===== config.mk =====
export PLATFORM = sky130hd
export DESIGN_NAME = virtual_terminal_mux_unit
export DESIGN_NICKNAME = d
export VERILOG_FILES = /design/src/rtl/vtm_pkg.sv /design/src/rtl/vtm_dp.sv /design/src/rtl/vtm_ctrl.sv /design/src/rtl/virtual_terminal_mux_unit.sv
export SDC_FILE = /design/constraint.sdc
export NUM_CORES = 2
export LEC_CHECK = 0
export ABC_AREA = 1
export BUFFER_PORTS_ARGS = -buffer_cell sky130_fd_sc_hd__buf_2
export CELL_PAD_IN_SITES_DETAIL_PLACEMENT = 2
export CELL_PAD_IN_SITES_GLOBAL_PLACEMENT = 2
export CORE_MARGIN = 2
export CORE_UTILIZATION = 48
export CTS_CLUSTER_DIAMETER = 40
export DETAILED_ROUTE_END_ITERATION = 7
export PLACE_DENSITY = 0.84
export SYNTH_ARGS = -nofsm -noshare
export SYNTH_HDL_FRONTEND = slang
export SYNTH_SLANG_ARGS = --single-unit
export TNS_END_PERCENT = 20

===== constraint.sdc =====
create_clock -name clk -period 10.8 [get_ports clk]
set_clock_uncertainty 0.05 [all_clocks]
set_input_delay 2.16 -clock clk [delete_from_list [all_inputs] [get_ports clk]]
set_output_delay 2.16 -clock clk [all_outputs]
set_load 0.05 [all_outputs]

===== src/rtl/vtm_pkg.sv =====
// Shared types, constants and ring-pointer helpers for the virtual terminal mux.
package vtm_pkg;

  localparam int TERMINALS = 4;
  localparam int IN_DEPTH  = 16;
  localparam int OUT_DEPTH = 64;

  localparam int TIDX_W = (TERMINALS > 1) ? $clog2(TERMINALS) : 1;
  localparam int IP_W   = $clog2(2 * IN_DEPTH);
  localparam int IS_W   = $clog2(IN_DEPTH);
  localparam int HP_W   = $clog2(2 * OUT_DEPTH);
  localparam int HS_W   = $clog2(OUT_DEPTH);
  localparam int HC_W   = $clog2(OUT_DEPTH + 1);
  localparam int IA_W   = $clog2(TERMINALS * IN_DEPTH);
  localparam int HA_W   = $clog2(TERMINALS * OUT_DEPTH);

  localparam logic [1:0] CMD_KEY    = 2'd0;
  localparam logic [1:0] CMD_WRITE  = 2'd1;
  localparam logic [1:0] CMD_READ   = 2'd2;
  localparam logic [1:0] CMD_SELECT = 2'd3;

  localparam logic [4:0] KC_F1   = 5'd1;
  localparam logic [4:0] KC_F12  = 5'd12;
  localparam logic [4:0] KC_UP   = 5'd13;
  localparam logic [4:0] KC_LEFT = 5'd16;

  localparam logic [7:0] CH_ESC = 8'h1b;
  localparam logic [7:0] CH_LBR = 8'h5b;
  localparam logic [7:0] CH_A   = 8'h41;

  // byte source for an input ring write
  localparam logic [1:0] PUT_KEY    = 2'd0;
  localparam logic [1:0] PUT_ESC    = 2'd1;
  localparam logic [1:0] PUT_LBR    = 2'd2;
  localparam logic [1:0] PUT_LETTER = 2'd3;

  // result source
  localparam logic [2:0] ES_ECHO       = 3'd0;
  localparam logic [2:0] ES_RD_EMPTY   = 3'd1;
  localparam logic [2:0] ES_RD_DATA    = 3'd2;
  localparam logic [2:0] ES_RDRW_EMPTY = 3'd3;
  localparam logic [2:0] ES_RDRW_DATA  = 3'd4;

  typedef struct packed {
    logic [1:0] command;
    logic [1:0] terminal;
    logic [7:0] key_char;
    logic [4:0] key_code;
    logic       key_alt;
    logic [7:0] write_byte;
  } vtm_in_t;

  typedef struct packed {
    logic       kind;
    logic       screen_clear;
    logic       has_char;
    logic [7:0] out_char;
    logic       last;
  } vtm_out_t;

  typedef struct packed {
    logic       load_req;
    logic       in_put;
    logic [1:0] put_sel;
    logic       hist_write;
    logic       in_read;
    logic       redraw_start;
    logic       hist_read;
    logic       emit;
    logic [2:0] emit_src;
  } vtm_cmd_t;

  typedef struct packed {
    logic [1:0] cmd;
    logic       key_char_nz;
    logic       alt_fn;
    logic       arrow;
    logic       wbyte_nz;
    logic       term_ok;
    logic       tgt_ok;
    logic       term_is_act;
    logic       in_empty;
    logic       hist_empty;
    logic       redraw_done;
    logic       out_free;
  } vtm_stat_t;

  // pointers run modulo twice the depth so full and empty differ
  function automatic logic [IP_W-1:0] in_next(input logic [IP_W-1:0] p);
    return (p == IP_W'(2 * IN_DEPTH - 1)) ? '0 : p + 1'b1;
  endfunction

  function automatic logic [IS_W-1:0] in_slot(input logic [IP_W-1:0] p);
    logic [IP_W-1:0] d;
    d = (p >= IP_W'(IN_DEPTH)) ? p - IP_W'(IN_DEPTH) : p;
    return d[IS_W-1:0];
  endfunction

  function automatic logic in_full(input logic [IP_W-1:0] h, input logic [IP_W-1:0] t);
    logic [IP_W:0] u;
    u = (h >= t) ? {1'b0, h} - {1'b0, t}
                 : {1'b0, h} + (IP_W+1)'(2 * IN_DEPTH) - {1'b0, t};
    return u >= (IP_W+1)'(IN_DEPTH);
  endfunction

  function automatic logic [HP_W-1:0] hist_next(input logic [HP_W-1:0] p);
    return (p == HP_W'(2 * OUT_DEPTH - 1)) ? '0 : p + 1'b1;
  endfunction

  function automatic logic [HS_W-1:0] hist_slot(input logic [HP_W-1:0] p);
    logic [HP_W-1:0] d;
    d = (p >= HP_W'(OUT_DEPTH)) ? p - HP_W'(OUT_DEPTH) : p;
    return d[HS_W-1:0];
  endfunction

  function automatic logic [HP_W:0] hist_used_w(input logic [HP_W-1:0] h,
                                               input logic [HP_W-1:0] t);
    return (h >= t) ? {1'b0, h} - {1'b0, t}
                    : {1'b0, h} + (HP_W+1)'(2 * OUT_DEPTH) - {1'b0, t};
  endfunction

  function automatic logic hist_full(input logic [HP_W-1:0] h, input logic [HP_W-1:0] t);
    return hist_used_w(h, t) >= (HP_W+1)'(OUT_DEPTH);
  endfunction

  function automatic logic [HC_W-1:0] hist_used(input logic [HP_W-1:0] h,
                                               input logic [HP_W-1:0] t);
    logic [HP_W:0] u;
    u = hist_used_w(h, t);
    if (u > (HP_W+1)'(OUT_DEPTH)) u = (HP_W+1)'(OUT_DEPTH);
    return u[HC_W-1:0];
  endfunction

endpackage


===== src/rtl/vtm_dp.sv =====
// Datapath: request register, ring pointers, input and history memories, result register.
module vtm_dp import vtm_pkg::*; (
  input  logic      clk,
  input  logic      rst_n,
  input  vtm_in_t   in_data,
  input  vtm_cmd_t  cmd,
  output vtm_stat_t st,
  output logic      out_valid,
  input  logic      out_stall,
  output vtm_out_t  out_data
);

  vtm_in_t            req_r;
  logic [TIDX_W-1:0]  act_r;
  logic [IP_W-1:0]    in_head_r   [TERMINALS];
  logic [IP_W-1:0]    in_tail_r   [TERMINALS];
  logic [HP_W-1:0]    hist_head_r [TERMINALS];
  logic [HP_W-1:0]    hist_tail_r [TERMINALS];
  logic [TIDX_W-1:0]  rd_t_r;
  logic [HP_W-1:0]    rd_p_r;
  logic [HC_W-1:0]    cnt_r;
  logic               first_r;
  logic [7:0]         in_rdata_r;
  logic [7:0]         hist_rdata_r;
  logic               out_valid_r;
  vtm_out_t           out_r;
  vtm_out_t           out_nxt;

  logic [7:0] in_mem   [TERMINALS * IN_DEPTH];
  logic [7:0] hist_mem [TERMINALS * OUT_DEPTH];

  logic [4:0]        tgt;
  logic [4:0]        kc_off;
  logic [TIDX_W-1:0] hidx;
  logic [TIDX_W-1:0] iidx;
  logic [IP_W-1:0]   ih;
  logic [IP_W-1:0]   it;
  logic [HP_W-1:0]   hh;
  logic [HP_W-1:0]   ht;
  logic [7:0]        put_byte;
  logic              in_we;
  logic              out_free;
  logic [IA_W-1:0]   iaddr_w;
  logic [IA_W-1:0]   iaddr_r;
  logic [HA_W-1:0]   haddr_w;
  logic [HA_W-1:0]   haddr_r;

  // key events select by function key, everything else by the terminal field
  assign tgt    = (req_r.command == CMD_KEY) ? req_r.key_code - KC_F1 : {3'b000, req_r.terminal};
  assign kc_off = req_r.key_code - KC_UP;
  assign hidx   = tgt[TIDX_W-1:0];
  assign iidx   = (req_r.command == CMD_KEY) ? act_r : tgt[TIDX_W-1:0];
  assign ih     = in_head_r[iidx];
  assign it     = in_tail_r[iidx];
  assign hh     = hist_head_r[hidx];
  assign ht     = hist_tail_r[hidx];

  always_comb begin
    case (cmd.put_sel)
      PUT_KEY:    put_byte = req_r.key_char;
      PUT_ESC:    put_byte = CH_ESC;
      PUT_LBR:    put_byte = CH_LBR;
      PUT_LETTER: put_byte = CH_A + {6'b000000, kc_off[1:0]};
      default:    put_byte = req_r.key_char;
    endcase
  end

  assign in_we    = cmd.in_put && !in_full(ih, it);
  assign out_free = !out_valid_r || !out_stall;

  assign iaddr_w = IA_W'(iidx) * IA_W'(IN_DEPTH) + IA_W'(in_slot(ih));
  assign iaddr_r = IA_W'(iidx) * IA_W'(IN_DEPTH) + IA_W'(in_slot(it));
  assign haddr_w = HA_W'(hidx) * HA_W'(OUT_DEPTH) + HA_W'(hist_slot(hh));
  assign haddr_r = HA_W'(rd_t_r) * HA_W'(OUT_DEPTH) + HA_W'(hist_slot(rd_p_r));

  always_comb begin
    st.cmd         = req_r.command;
    st.key_char_nz = req_r.key_char != 8'd0;
    st.alt_fn      = req_r.key_alt && req_r.key_code >= KC_F1 && req_r.key_code <= KC_F12;
    st.arrow       = req_r.key_code >= KC_UP && req_r.key_code <= KC_LEFT;
    st.wbyte_nz    = req_r.write_byte != 8'd0;
    st.term_ok     = {3'b000, req_r.terminal} < 5'(TERMINALS);
    st.tgt_ok      = tgt < 5'(TERMINALS);
    st.term_is_act = tgt[TIDX_W-1:0] == act_r;
    st.in_empty    = ih == it;
    st.hist_empty  = hh == ht;
    st.redraw_done = cnt_r == '0;
    st.out_free    = out_free;
  end

  always_comb begin
    out_nxt = '0;
    case (cmd.emit_src)
      ES_ECHO: begin
        out_nxt.has_char = 1'b1;
        out_nxt.out_char = req_r.write_byte;
        out_nxt.last     = 1'b1;
      end
      ES_RD_EMPTY: begin
        out_nxt.kind = 1'b1;
        out_nxt.last = 1'b1;
      end
      ES_RD_DATA: begin
        out_nxt.kind     = 1'b1;
        out_nxt.has_char = 1'b1;
        out_nxt.out_char = in_rdata_r;
        out_nxt.last     = 1'b1;
      end
      ES_RDRW_EMPTY: begin
        out_nxt.screen_clear = 1'b1;
        out_nxt.last         = 1'b1;
      end
      ES_RDRW_DATA: begin
        out_nxt.screen_clear = first_r;
        out_nxt.has_char     = 1'b1;
        out_nxt.out_char     = hist_rdata_r;
        out_nxt.last         = cnt_r == '0;
      end
      default: out_nxt = '0;
    endcase
  end

  always_ff @(posedge clk) begin
    if (!rst_n) begin
      act_r       <= '0;
      rd_t_r      <= '0;
      rd_p_r      <= '0;
      cnt_r       <= '0;
      first_r     <= 1'b0;
      out_valid_r <= 1'b0;
      for (int i = 0; i < TERMINALS; i++) begin
        in_head_r[i]   <= '0;
        in_tail_r[i]   <= '0;
        hist_head_r[i] <= '0;
        hist_tail_r[i] <= '0;
      end
    end else begin
      if (in_we) in_head_r[iidx] <= in_next(ih);
      if (cmd.in_read) in_tail_r[iidx] <= in_next(it);
      if (cmd.hist_write) begin
        // full ring drops its oldest byte
        if (hist_full(hh, ht)) hist_tail_r[hidx] <= hist_next(ht);
        hist_head_r[hidx] <= hist_next(hh);
      end
      if (cmd.redraw_start) begin
        act_r   <= hidx;
        rd_t_r  <= hidx;
        rd_p_r  <= ht;
        cnt_r   <= hist_used(hh, ht);
        first_r <= 1'b1;
      end
      if (cmd.hist_read) begin
        rd_p_r <= hist_next(rd_p_r);
        cnt_r  <= cnt_r - 1'b1;
      end
      if (cmd.emit && cmd.emit_src == ES_RDRW_DATA) first_r <= 1'b0;
      if (cmd.emit) out_valid_r <= 1'b1;
      else if (!out_stall) out_valid_r <= 1'b0;
    end
  end

  always_ff @(posedge clk) begin
    if (cmd.load_req) req_r <= in_data;
    if (cmd.emit) out_r <= out_nxt;
  end

  always_ff @(posedge clk) begin
    if (in_we) in_mem[iaddr_w] <= put_byte;
    if (cmd.in_read) in_rdata_r <= in_mem[iaddr_r];
  end

  always_ff @(posedge clk) begin
    if (cmd.hist_write) hist_mem[haddr_w] <= req_r.write_byte;
    if (cmd.hist_read) hist_rdata_r <= hist_mem[haddr_r];
  end

  assign out_valid = out_valid_r;
  assign out_data  = out_r;

  a_emit_free: assert property (@(posedge clk) disable iff (!rst_n)
    cmd.emit |-> out_free)
    else $error("result register overwritten while held");

  a_cnt_range: assert property (@(posedge clk) disable iff (!rst_n)
    cnt_r <= HC_W'(OUT_DEPTH))
    else $error("redraw count beyond history depth");

  a_read_nonempty: assert property (@(posedge clk) disable iff (!rst_n)
    cmd.in_read |-> (ih != it))
    else $error("read from empty input ring");

endmodule


===== src/rtl/vtm_ctrl.sv =====
// Controller: sequences one request at a time through the datapath.
module vtm_ctrl import vtm_pkg::*; (
  input  logic      clk,
  input  logic      rst_n,
  input  logic      in_valid,
  output logic      in_stall,
  input  vtm_stat_t st,
  output vtm_cmd_t  cmd
);

  localparam logic [2:0] S_IDLE    = 3'd0;
  localparam logic [2:0] S_EXEC    = 3'd1;
  localparam logic [2:0] S_ARROW   = 3'd2;
  localparam logic [2:0] S_RDWAIT  = 3'd3;
  localparam logic [2:0] S_EMIT    = 3'd4;
  localparam logic [2:0] S_RDRW_RD = 3'd5;
  localparam logic [2:0] S_RDRW_EM = 3'd6;

  logic [2:0] state_r, state_nxt;
  logic [1:0] step_r, step_nxt;
  logic [2:0] esrc_r, esrc_nxt;
  logic       do_sel;

  assign in_stall = state_r != S_IDLE;
  assign do_sel   = (st.cmd == CMD_SELECT) ||
                    (st.cmd == CMD_KEY && !st.key_char_nz && st.alt_fn);

  always_comb begin
    state_nxt = state_r;
    step_nxt  = step_r;
    esrc_nxt  = esrc_r;
    cmd       = '0;
    cmd.emit_src = esrc_r;
    case (state_r)
      S_IDLE: begin
        if (in_valid) begin
          cmd.load_req = 1'b1;
          state_nxt    = S_EXEC;
        end
      end
      S_EXEC: begin
        state_nxt = S_IDLE;
        if (do_sel) begin
          if (st.tgt_ok) begin
            cmd.redraw_start = 1'b1;
            if (st.hist_empty) begin
              esrc_nxt  = ES_RDRW_EMPTY;
              state_nxt = S_EMIT;
            end else begin
              state_nxt = S_RDRW_RD;
            end
          end
        end else begin
          case (st.cmd)
            CMD_KEY: begin
              if (st.key_char_nz) begin
                cmd.in_put  = 1'b1;
                cmd.put_sel = PUT_KEY;
              end else if (st.arrow) begin
                step_nxt  = 2'd0;
                state_nxt = S_ARROW;
              end
            end
            CMD_WRITE: begin
              if (st.term_ok && st.wbyte_nz) begin
                cmd.hist_write = 1'b1;
                if (st.term_is_act) begin
                  esrc_nxt  = ES_ECHO;
                  state_nxt = S_EMIT;
                end
              end
            end
            CMD_READ: begin
              if (st.term_ok && !st.in_empty) begin
                cmd.in_read = 1'b1;
                state_nxt   = S_RDWAIT;
              end else begin
                esrc_nxt  = ES_RD_EMPTY;
                state_nxt = S_EMIT;
              end
            end
            default: state_nxt = S_IDLE;
          endcase
        end
      end
      S_ARROW: begin
        // ESC, '[' and the letter, each dropped alone when the ring is full
        cmd.in_put = 1'b1;
        case (step_r)
          2'd0:    cmd.put_sel = PUT_ESC;
          2'd1:    cmd.put_sel = PUT_LBR;
          default: cmd.put_sel = PUT_LETTER;
        endcase
        step_nxt = step_r + 1'b1;
        if (step_r == 2'd2) state_nxt = S_IDLE;
      end
      S_RDWAIT: begin
        esrc_nxt  = ES_RD_DATA;
        state_nxt = S_EMIT;
      end
      S_EMIT: begin
        if (st.out_free) begin
          cmd.emit  = 1'b1;
          state_nxt = S_IDLE;
        end
      end
      S_RDRW_RD: begin
        cmd.hist_read = 1'b1;
        esrc_nxt      = ES_RDRW_DATA;
        state_nxt     = S_RDRW_EM;
      end
      S_RDRW_EM: begin
        if (st.out_free) begin
          cmd.emit  = 1'b1;
          state_nxt = st.redraw_done ? S_IDLE : S_RDRW_RD;
        end
      end
      default: state_nxt = S_IDLE;
    endcase
  end

  always_ff @(posedge clk) begin
    if (!rst_n) begin
      state_r <= S_IDLE;
      step_r  <= 2'd0;
      esrc_r  <= ES_ECHO;
    end else begin
      state_r <= state_nxt;
      step_r  <= step_nxt;
      esrc_r  <= esrc_nxt;
    end
  end

  a_accept_exec: assert property (@(posedge clk) disable iff (!rst_n)
    (in_valid && !in_stall) |=> state_r == S_EXEC)
    else $error("accepted request not executed");

  a_arrow_step: assert property (@(posedge clk) disable iff (!rst_n)
    state_r == S_ARROW |-> step_r <= 2'd2)
    else $error("arrow sequence overran");

  a_rdwait_emit: assert property (@(posedge clk) disable iff (!rst_n)
    state_r == S_RDWAIT |=> (state_r == S_EMIT && esrc_r == ES_RD_DATA))
    else $error("read data not forwarded");

endmodule


===== src/rtl/virtual_terminal_mux_unit.sv =====
// Top level of the virtual terminal mux: controller plus datapath.
// Requests are taken one at a time. A key press, an ignored request or a
// non-echoed write passes through the decode state only; an arrow key passes
// through the decode state, then one input-ring write per queued byte; an
// echoed write or a read response goes through the emit state and may wait
// for the result register. A redraw reads and then emits each history byte
// in turn, paced by the single history memory port and its registered read;
// a redraw of an empty history may also wait for the result register.
// The result register lets a new request be accepted while the previous
// result is still held by out_stall.
module virtual_terminal_mux_unit import vtm_pkg::*; (
  input  logic     clk,
  input  logic     rst_n,
  input  logic     in_valid,
  output logic     in_stall,
  input  vtm_in_t  in_data,
  output logic     out_valid,
  input  logic     out_stall,
  output vtm_out_t out_data
);

  vtm_cmd_t  cmd;
  vtm_stat_t st;

  vtm_ctrl u_ctrl (
    .clk      (clk),
    .rst_n    (rst_n),
    .in_valid (in_valid),
    .in_stall (in_stall),
    .st       (st),
    .cmd      (cmd)
  );

  vtm_dp u_dp (
    .clk       (clk),
    .rst_n     (rst_n),
    .in_data   (in_data),
    .cmd       (cmd),
    .st        (st),
    .out_valid (out_valid),
    .out_stall (out_stall),
    .out_data  (out_data)
  );

endmodule

==> results of run 1 <==
[layer usage]
layer | GRT usage (%) | overflow
met5 | 45.3 | 0
met4 | 78.1 | 70
met1 | 76.9 | 0
met3 | 64.6 | 6
met2 | 89.3 | 39
[per-stage QoR]
step           hold WS (ps)  worst slack [ps]
4_1_cts                 494              1850
3_5_place_dp            458              2430
3_3_place_gp            409              3270
2_1_floorplan           400              5170
[synthesized netlist by cell type (26+ instances only)]
library cell / instances
o211ai_1: 70
nand2_1: 898
nand3b_1: 222
o22ai_1: 316
buf_2: 58
o221ai_1: 189
buf_1: 27
ha_1: 34
nand4_1: 33
o21ai_0: 1066
edfxtp_1: 2710
a21oi_1: 129
nor2_1: 1554
inv_1: 475
clkbuf_1: 525
dfxtp_1: 26
nand3_1: 785
[cell families after synthesis]
group           synth area share, %
xor+xnor                     0.0856
simple gates                   13.6
buf+inv                        3.84
fa+ha+maj                     0.378
flops                          72.8
compound gates                 9.29
==> impl_results.md, run 1 <==
- Status: did not finish
- Exit stage: global routing (5_1_grt)
- Error: [ERROR GRT-0232] Routing congestion too high. Check the congestion heatmap in the GUI.
- Clock Root Buffer: clkbuf_16
- Port bufs: 43
- Inst Count DP: 11,928
- Yosys reg bits: between 2,000 and 3,000
- Post-Synthesis Cells: roughly 9,200
- Placed Area: roughly 120,000 µm²
- Synthesized area: 112,000 µm²
- Sequential share of the synthesized area: approximately 73%
- Hold_buf cts: 0
- Number of buffers created by CTS: 420
- HPWL Detailed: roughly 270 mm
- Remaining global-route overflow: about 120
- H-tree Lvls: 5
- Yosys cell types: 48
- Number of cell rows: 177
- Die width: 488 µm
- Syn nets: between 9,000 and 10,000
- # IOs: 44
- Gp weighted congestion: ~0.84
- Initial antenna violation count: 120
- Synth top area share: about 72%
- Top FF cell, synth: edfxtp_1
- CTS Buffer Depth: 4
- Post-synth EDFFs: 2,710
- Initial Util: approximately 48%
- Clock net sink count: 2,736
- Yosys warning total: 0
- Main area contributors after synthesis: edfxtp_1, nor2_1, o21ai_0
- Most area-hungry cell type in the Yosys netlist: edfxtp_1
- Post-CTS setup buffers: 0
- GRT Total Usage: 77.0%
- Asr flop ratio synth: 0%
- PostCTS Resize Cnt: 0
- Largest net degree at the start of global routing: 180
- Syn Area/Cell: around 12 µm²
- Die Height: 488 µm
==> inputs of run 2 (changes only) <==
--- a/config.mk
+++ b/config.mk
@@ -7,13 +7,10 @@
 export LEC_CHECK = 0
 export ABC_AREA = 1
 export BUFFER_PORTS_ARGS = -buffer_cell sky130_fd_sc_hd__buf_2
-export CELL_PAD_IN_SITES_DETAIL_PLACEMENT = 2
-export CELL_PAD_IN_SITES_GLOBAL_PLACEMENT = 2
 export CORE_MARGIN = 2
-export CORE_UTILIZATION = 48
-export CTS_CLUSTER_DIAMETER = 40
+export CORE_UTILIZATION = 40
 export DETAILED_ROUTE_END_ITERATION = 7
-export PLACE_DENSITY = 0.84
+export PLACE_DENSITY_LB_ADDON = 0.15
 export SYNTH_ARGS = -nofsm -noshare
 export SYNTH_HDL_FRONTEND = slang
 export SYNTH_SLANG_ARGS = --single-unit
==> run 2 against run 1 <==
Net effect: the flow now finishes without violations; synthesized cell count is the same; synthesized area is the same.
==> impl_results.md, run 2 <==
- Clk Latency, worst-skew pair: approximately 900 ps
- Crit path time final: between 7000 and 8000 ps
- Initial drt markers: 8,979
- Simple-gate area share of the yosys netlist: 13.6% (unchanged)
- Core Box Area: between 200,000 and 300,000 µm²
- Worst Path Buf+Inv: 6
- Slew Viols, Final: 0
- PostCTS Resize Cnt: 0 (unchanged)
- Worst path arrival time: 8060 ps
- Yosys reg bits: 2,736 (unchanged)
- Yosys warning total: 0 (unchanged)
- Adder-Cell Fraction of Synth Area: 0.378% (unchanged)
- Synthesis-to-finish area growth: 11.8%
- Crit-path cells: inv_1 -> ha_1 -> inv_2 -> nand2_2 -> nand2_1 -> inv_1 -> nor2_1 -> inv_1 -> o221ai_4 -> clkinv_1 -> ha_1 -> nand3_1 -> inv_2 -> nand2_1 -> nand3_1 -> nand2_1 -> nor2_4 -> nand4_1 -> nor2_1
- Sequential share of the synthesized area: 72.8% (unchanged)
- Die Height: 534 µm (+9.5%)
- Max-Cap Viols: 0
- Placed Area: 116,000 µm² (+0.61%)
- Worst Tran Pin Value: approximately 1400 ps
- H-tree Lvls: 5 (unchanged)
- Area of the multi-input gates: about 26,000 µm²
- Reg2Reg Setup Slack: around 3200 ps
- Status: finished, final reports clean
- Main area contributors after synthesis: edfxtp_1, nor2_1, o21ai_0
- Die area: 285,000 µm²
- Post-CTS setup buffers: 0 (unchanged)
- Crit Path Class: reg -> reg
- Max reg flops: a little over 2,000
- Gate power share: 13.9%
- Biggest regs: u_dp.hist_mem x2048, u_dp.in_mem x512
- Cell with the most instances after synthesis: edfxtp_1
- R2r worst-path depth: 19
- P per Cell Area: slightly above 200 nW/µm²
- Largest family of logic cells by synthesized area: simple AND/OR/NAND/NOR gates
- Initial antenna violation count: 17
- Post-synth EDFFs: 2,710 (unchanged)
- Synth top area share: 72.3% (unchanged)
- Seq pwr share: 47.0%
- Unrepaired setup endpoints after global routing: false
- Critical path depth: 19
- Clock Root Buffer: clkbuf_16
- Sequential standard cell area: approximately 82,000 µm²
- Commonest non-fill, non-tap cell in the layout: edfxtp_1
- Hold Path Class: reg -> reg
- Setup_tns: 0 ps
- Fmax: between 0.1 and 0.15 GHz
- Share of layout cells above drive strength 1: ~7.0%
- # IOs: 44 (unchanged)
- Most area-hungry cell type in the Yosys netlist: edfxtp_1
- Post-synthesis xor/xnor area fraction: 0.0856% (unchanged)
- Internal power: 18.5 mW
- GRT Total Usage: between 20% and 30%
- Lkg Pwr: about 42 nW
- Asr flop ratio synth: 0% (unchanged)
- Yosys cell types: 48 (unchanged)
- HPWL Detailed: 193 mm (-29%)
- Fin nets: approximately 9,000
- Clk slew on worst S/H paths: 60 ps
- Top cells by count, synth: edfxtp_1, nor2_1, o21ai_0
- Syn nets: 9,304 (unchanged)
- Compound-Gate Fraction of Synth Area: 9.29% (unchanged)
- Hold_buf cts: 0 (unchanged)
- Antenna Nets Post-Route: 0
- Mux cell area share after synthesis: 0% (unchanged)
- DR pass1 iterations: 6
- Vias per cell: roughly 5.7
- First-pass GRT wire length: just under 500 mm
- CP Capture Type: flip-flop
- Slew HR: around 7.6%
- CP peak stage delay: approximately 940 ps
- Die width: 534 µm (+9.5%)
- Startpoint types: flip-flop
- Remaining DRCs: 0
- Worst path top cell family by delay: simple AND/OR/NAND/NOR gates
- Routed WL: about 340 mm
- # setup viols final: 0
- TritonCTS clock tree: done
- Tcrit/Tclk final: 70.3%
- Largest Register: u_dp.hist_mem
- Hold Crit Depth: 2
- Fillers: between 20,000 and 30,000
- Psw: 7.04 mW
- Commonest cells after routing, fill and taps aside: edfxtp_1, nor2_1, o21ai_0, nand2_1, nand3_1
- Detailed-route wire length per cell: roughly 26 µm
- Synthesized area: 112,000 µm² (unchanged)
- Vias in the first global route: 72,147
- Clock net sink count: 2,736 (unchanged)
- CTS Buffer Depth: 4 (unchanged)
- Worst Path Max Fanout: 33
- Top FF cell, synth: edfxtp_1
- Largest net degree at the start of global routing: about 230
- Number of cell rows: 194 (+9.6%)
- Crit path max-delay cell type: o221ai_4
- Syn Area/Cell: 12.2 µm² (unchanged)
- Gp weighted congestion: 0.859 (+2.4%)
- Switching portion of total power: between 20% and 30%
- Remaining global-route overflow: 0
- WP data required: around 11,000 ps
- Port bufs: 43 (unchanged)
- Post-Synthesis Cells: 9,240 (unchanged)
- Finished Cell Area: approximately 130,000 µm²
- Hold Fails Final Rpt: 0
- Number of buffers created by CTS: 302 (-28%)
- Clock share of power: ~40%
- Initial Util: 40.2% (-8.1 points)
- Worst vdd ir: 0.134 mV
- Vias: approximately 74,000
[run 2: cell counts after synthesis]
No cell type changed its count.
[run 2: worst reg2reg max path, delay by kind of cell, from the launching register on]
family / cells / cell delay (ps)
compound gates: 1 / 940
fa+ha+maj: 2 / 740
buf+inv: 6 / 1220
flops: 1 / 380
simple gates: 10 / 3890
[run 2: worst paths after layout]
check | startpoint | to
worst max-delay path | u_dp.st[11] | u_dp.in_mem[54][5]
worst min-delay path | u_dp.rd_p_r[6] | u_dp.rd_p_r[6]
worst max register to register | u_dp.st[11] | u_dp.in_mem[54][5]
worst min register to register | u_dp.rd_p_r[6] | u_dp.rd_p_r[6]
[run 2: layout make-up]
cell class | instances | area share, %
clock buffer | 400 | 6.50
clock inverter | 140 | 0.993
sequential | 2736 | 65.2
tap | 3724 | 3.71
inverter | 491 | 1.49
multi-input combinational | 5388 | 21.0
timing repair buffer | 180 | 1.13
antenna | 7 | 0.0139
[run 2: per-stage QoR]
stage	power, mW	utilization, %	hold WS, ps	std cells	worst slack, ps
after floorplan	14.3	-	400	9240	5170
after global placement	15.7	41.6	409	12519	3360
after detailed placement	15.7	41.6	438	12519	3170
after CTS	25.6	45.0	446	13059	3210
after global routing	26.3	45.0	477	13062	2620
final	25.5	45.0	447	13066	3210
[run 2: layer usage]
metal | global-route usage [%] | routed length, µm | vias up
met5 | 0 | 10 | -
met4 | 6.52 | 9150 | 2
met3 | 3.59 | 24900 | 462
met2 | 35.8 | 154000 | 2820
met1 | 33.5 | 148000 | 37740
li1 | - | - | 33238
[run 2: cell families after synthesis]
| kind of cell | Yosys count |
|---|---|
| and+or+nand+nor | 3535 |
| AOI/OAI and AO/OA | 1808 |
| buffers and inverters | 1116 |
| DFF | 2736 |
| adders and majority gates | 34 |
| xor gates and xnor gates | 11 |
[run 2: power groups by stage]
stage	combinational (mW)	sequential (mW)	clock, mW
final	3.55	12.0	9.98
after CTS	3.53	12.0	10.1
after global placement	3.50	12.2	0
after detailed placement	3.53	12.2	0
after floorplan	1.95	12.3	0
after global routing	3.83	12.0	10.5
Power figures use the tool's default switching activity.
